$ cat src/hw/rtl/cmg_pkg.sv
// Shared types, register codes and fixed-point constants of the cylinder mesh generator.
`default_nettype none

package cmg_pkg;

  // Long-division datapath: divisor is a slice or span count, numerator a scaled coordinate
  localparam int DivisorW = 11;
  localparam int NumW     = 44;

  // Angle and trig constants, Q30
  localparam logic [31:0] PiQ30  = 32'd3373259426;
  localparam logic [30:0] OneQ30 = 31'h4000_0000;

  localparam int HornerSteps = 6;

  // Configuration register indexes
  localparam logic [2:0] CFG_SLICES = 3'd0;
  localparam logic [2:0] CFG_RINGS  = 3'd1;
  localparam logic [2:0] CFG_RADIUS = 3'd2;
  localparam logic [2:0] CFG_YOFF   = 3'd3;
  localparam logic [2:0] CFG_HEIGHT = 3'd4;

  // Reciprocals for the Horner divisors: floor(v/d) == (v*M) >> s for any v below 2^32
  typedef logic [33:0] recip_t;
  typedef logic [5:0]  rshift_t;

  localparam recip_t SIN_RECIP [HornerSteps] = '{
    34'(((64'd1 << 40) + 64'd155) / 64'd156),
    34'(((64'd1 << 39) + 64'd109) / 64'd110),
    34'(((64'd1 << 39) + 64'd71) / 64'd72),
    34'(((64'd1 << 38) + 64'd41) / 64'd42),
    34'(((64'd1 << 37) + 64'd19) / 64'd20),
    34'(((64'd1 << 35) + 64'd5) / 64'd6)
  };
  localparam rshift_t SIN_SHIFT [HornerSteps] = '{
    6'd40, 6'd39, 6'd39, 6'd38, 6'd37, 6'd35
  };

  localparam recip_t COS_RECIP [HornerSteps] = '{
    34'(((64'd1 << 40) + 64'd181) / 64'd182),
    34'(((64'd1 << 40) + 64'd131) / 64'd132),
    34'(((64'd1 << 39) + 64'd89) / 64'd90),
    34'(((64'd1 << 38) + 64'd55) / 64'd56),
    34'(((64'd1 << 37) + 64'd29) / 64'd30),
    34'(((64'd1 << 36) + 64'd11) / 64'd12)
  };
  localparam rshift_t COS_SHIFT [HornerSteps] = '{
    6'd40, 6'd40, 6'd39, 6'd38, 6'd37, 6'd36
  };

  // Per-request bookkeeping that rides alongside the dividers
  typedef struct packed {
    logic        func;
    logic        bad;
    logic [9:0]  ring;
    logic [10:0] col;
    logic [21:0] idx_a;
    logic [21:0] idx_c;
  } meta_t;

  // Per-request state through the trig section
  typedef struct packed {
    meta_t              meta;
    logic [1:0]         quad;
    logic [30:0]        ang;
    logic [31:0]        x2;
    logic [14:0]        tex_u;
    logic [14:0]        tex_v;
    logic signed [18:0] py;
  } post_t;

endpackage

`default_nettype wire

$ cat src/hw/rtl/cmg_div.sv
// Pipelined restoring divider, one quotient bit per stage, divisor held static.
`default_nettype none

module cmg_div (
  input  wire logic                           clk,
  input  wire logic [cmg_pkg::DivisorW-1:0]   divisor,
  input  wire logic [cmg_pkg::NumW-1:0]       num,
  output logic      [cmg_pkg::NumW-1:0]       quo
);

  localparam int DW = cmg_pkg::DivisorW;
  localparam int NW = cmg_pkg::NumW;

  logic [DW-1:0] rem_r [NW];
  logic [NW-1:0] nq_r  [NW];
  logic [DW:0]   trial [NW];
  logic          ge    [NW];

  // Trial subtract for every stage
  always_comb begin
    for (int i = 0; i < NW; i++) begin
      if (i == 0) begin
        trial[i] = {{DW{1'b0}}, num[NW-1]};
      end else begin
        trial[i] = {rem_r[i-1], nq_r[i-1][NW-1]};
      end
      ge[i] = (trial[i] >= {1'b0, divisor});
    end
  end

  // Remainder and shifting numerator/quotient word per stage
  always_ff @(posedge clk) begin
    for (int i = 0; i < NW; i++) begin
      rem_r[i] <= ge[i] ? DW'(trial[i] - {1'b0, divisor}) : DW'(trial[i]);
      if (i == 0) begin
        nq_r[i] <= {num[NW-2:0], ge[i]};
      end else begin
        nq_r[i] <= {nq_r[i-1][NW-2:0], ge[i]};
      end
    end
  end

  assign quo = nq_r[NW-1];

endmodule

`default_nettype wire

$ cat config.mk
export PLATFORM = sky130hd
export DESIGN_NAME = cmg_div
export DESIGN_NICKNAME = d
export VERILOG_FILES = /design/src/hw/rtl/cmg_pkg.sv /design/src/hw/rtl/cmg_div.sv
export SDC_FILE = /design/constraint.sdc
export NUM_CORES = 2
export LEC_CHECK = 0
export ABC_AREA = 0
export BUFFER_PORTS_ARGS = -buffer_cell sky130_fd_sc_hd__buf_4
export CAP_MARGIN = 20
export CORE_MARGIN = 1.5
export CORE_UTILIZATION = 55
export CTS_BUF_LIST = sky130_fd_sc_hd__clkbuf_4 sky130_fd_sc_hd__clkbuf_8 sky130_fd_sc_hd__clkbuf_16
export DETAILED_ROUTE_END_ITERATION = 6
export PLACE_DENSITY = 0.69
export SYNTH_ARGS = -nofsm -noshare
export SYNTH_HDL_FRONTEND = slang
export SYNTH_SLANG_ARGS = --single-unit
$ cat constraint.sdc
create_clock -name clk -period 4.25 [get_ports clk]
set_clock_uncertainty 0.1 [all_clocks]
set_input_delay 0.85 -clock clk [delete_from_list [all_inputs] [get_ports clk]]
set_output_delay 0.85 -clock clk [all_outputs]
set_load 0.005 [all_outputs]
==> results.tsv <==
stage	metric	value	unit
synthesis	synthFlopType	dfxtp_1	
global_route	grt_use_total	0.174	
synthesis	yosysTopAreaCellShare	0.627	
synthesis	synth_seq_cells	2409	
synthesis	synthesis.instances	5927	
clock_tree	cts_buffer_depth	3	
sta	clock.fmax	297	MHz
cells_and_area	multi_input_area	0.0271	mm2
clock_tree	cts_setup_buffers	0	
clock_tree	cts-root-buf	clkbuf_16	
global_route	overflow	0	
placed_design	place_area	0.0800	mm2
sta	post-route-period-util	0.792	
critical_path	cp-startpoint	divisor[9]	
die	core	0.139	mm2
power	vdd_drop_max	0.494	mV
cells_and_area	fillers	10500	
die	die-area	0.142	mm2
critical_path	cp_top_family	buffers and inverters	
critical_path	critPathKind	in2reg	
synthesis	syn_nets	6500	
worst_hold_path	hold_path.class	in2reg	
placed_design	gpl.final_weighted_congestion	0.842	
detailed_routing	drc	0	
cells_and_area	drive_above_1_share	0.163	
worst_hold_path	min_from	num[43]	
critical_path	worstPathCellList	buf_4 -> clkinv_1 -> buf_12 -> ha_1 -> a21oi_1 -> nor2b_1 -> a2111oi_4 -> buf_4 -> mux2_1	
global_route	grt_pass1_vias	41400	
sta	fin_setup_tns	0	ns
critical_path	critPathMaxStageDelay	0.80	ns
synthesis	avgSynthCellArea	13.0	um2
detailed_routing	vias	41700	
critical_path	cpMostUsedCell	buf_4	
sta	tightest_slew	1.08	ns
synthesis	synth_most_common_cell	dfxtp_1	
die	die-height	377	um
clock_tree	clock_sinks	2409	
sta	drv_slew	0	
clock_tree	hold_buffers	43	
detailed_routing	viasPerCell	5.01	
global_route	grt_max_degree	44	
detailed_routing	routed_wl	124000	um
clock_tree	cts_resized	0	
synthesis	synth_largest_area_cell	dfxtp_1	
cells_and_area	antenna_cells	0	
cells_and_area	final_cell_area	0.0886	mm2
global_route	antenna_found_initial	2	
placed_design	hpwlAfterDp	78900	um
detailed_routing	drt_iter0_markers	1865	
critical_path	start_kind	input pin	
critical_path	r2r_start	nq_r[2][219]	
critical_path	arrival	3.94	ns
synthesis	synth_edf_count	0	
cells_and_area	final_core_util	0.636	
sta	min_period	3.37	ns
clock_tree	clk_pin_slew	0.06	ns
outcome	outcome	finished, final reports clean	
synthesis	async_flop_share	0	
sta	setup_viol	0	
sta	rsz0062_at_grt	no	
job	drv_cap	0	
die	die_w	377	um
clock_tree	cts_max_level	4	
critical_path	crit_fanout	13	
cells_and_area	ff_latch_area	0.0482	mm2
detailed_routing	dr.pass1.iters	5	
critical_path	crit_slowest_cell	clkinv_1	
die	start_util	0.552	
power	powerDensity	842	mW/mm2
sta	finalHoldViolCount	0	
sta	relSlewSlack	0.278	
global_route	grt_pass1_wl	202000	um
die	rows	137	
clock_tree	clk_latency	0.84	ns
synthesis	synthTopCellsByCount	dfxtp_1 (2409), ha_1 (475), nor2_1 (338)	
synthesis	synth_warnings	0	
cells_and_area	layout-area-overhead-vs-synth	15.2	%
detailed_routing	route.antenna.remaining_nets	0	
detailed_routing	wl_per_cell	14.8	um
cells_and_area	nets	6835	
critical_path	critPathRequiredTime	4.82	ns
critical_path	crit_buf_inv	4	
synthesis	netlist_top_cells_area	dfxtp_1 (63%), ha_1 (7.7%), mux2_2 (4.6%), xnor2_1 (2.2%), a21oi_1 (1.8%)	
power	leakage	37.4	nW
critical_path	worst_setup_path_end_kind	flip-flop	
placed_design	portBuffers	99	
synthesis	ys_types	66	
sta	hold_ws	0.175	ns
synthesis	ys_seq_area_frac	0.627	
clock_tree	cts_made_buffers	219	
synthesis	synth_area	0.0769	mm2
die	pin_count	100	
clock_tree	cts_tree	yes	
cell usage in the layout, fill, tap and decap left out, types with 73 or more instances in the layout:
cell	n
o21bai_1	99
mux2_1	99
o21a_1	154
o21ai_0	179
dfxtp_1	2409
buf_4	159
nor2_1	338
mux2_2	314
mux2i_1	86
inv_1	203
xnor2_1	190
nor2b_1	94
ha_1	475
nand2_1	73
a21oi_1	271
nand2b_1	129
clkbuf_16	220
xor2_1	82
worst paths after layout:
path,endpoint,slack (ns),cells after the start
setup / recovery,rem_r[2][86],0.88,9
hold / removal,rem_r[0][0],0.17,3
setup reg to reg,rem_r[2][62],1.40,9
hold reg to reg,nq_r[1][84],0.20,0
worst min-delay path: cells and delay by family:
| family | cells | cell delay, ns |
|---|---|---|
| buffers and inverters | 2 | 0.12 |
| multiplexers | 1 | 0.10 |
through the flow:
stage               total power, mW  setup slack [ns]  cells
finish                         74.6             0.884   8331
global route                   79.3             0.776   8331
CTS                            75.3             0.930   8331
detailed placement             53.7            0.0874   7874
global placement               53.1             0.144   7874
floorplan                      49.2             0.654   5927
logic make-up (layout without fill, tap and decap cells):
family,count (synthesis),count (layout),synth area share
adder cells (fa/ha/maj),517,517,0.0882
flip-flops,2409,2409,0.627
XOR/XNOR,272,272,0.0310
buffers and inverters,311,839,0.0203
AND/OR/NAND/NOR,784,784,0.0510
multiplexers,501,501,0.0721
AO/OA/AOI/OAI,1133,1133,0.110
sequential cells by signal (all words and copies together) (netlist names):
register  cells
nq_r       1936
rem_r       473
layer usage:
metal	up-vias	wire length (um)	global-route usage
met2	717	56600	0.286
met3	265	5080	0.0341
met1	19300	58300	0.227
met5	-	0	0
li1	21400	-	-
met4	0	3690	0.0650
layout make-up:
class / count / area share
multi-input cells: 3207 / 0.306
well taps: 1876 / 0.0265
clock buffers: 292 / 0.0710
flip-flops and latches: 2409 / 0.545
clock inverters: 122 / 0.0211
inverters: 206 / 0.00873
repair buffers: 219 / 0.0222
power breakdown:
group	total (mW)	switching [mW]	internal [mW]	leakage, nW
Clock	21.0	8.43	12.6	3.99
Combinational	22.8	11.2	11.6	13.2
Sequential	30.8	2.19	28.6	20.2
Total	74.6	21.8	52.8	37.4
No activity file was read; power rests on OpenSTA's default activity.
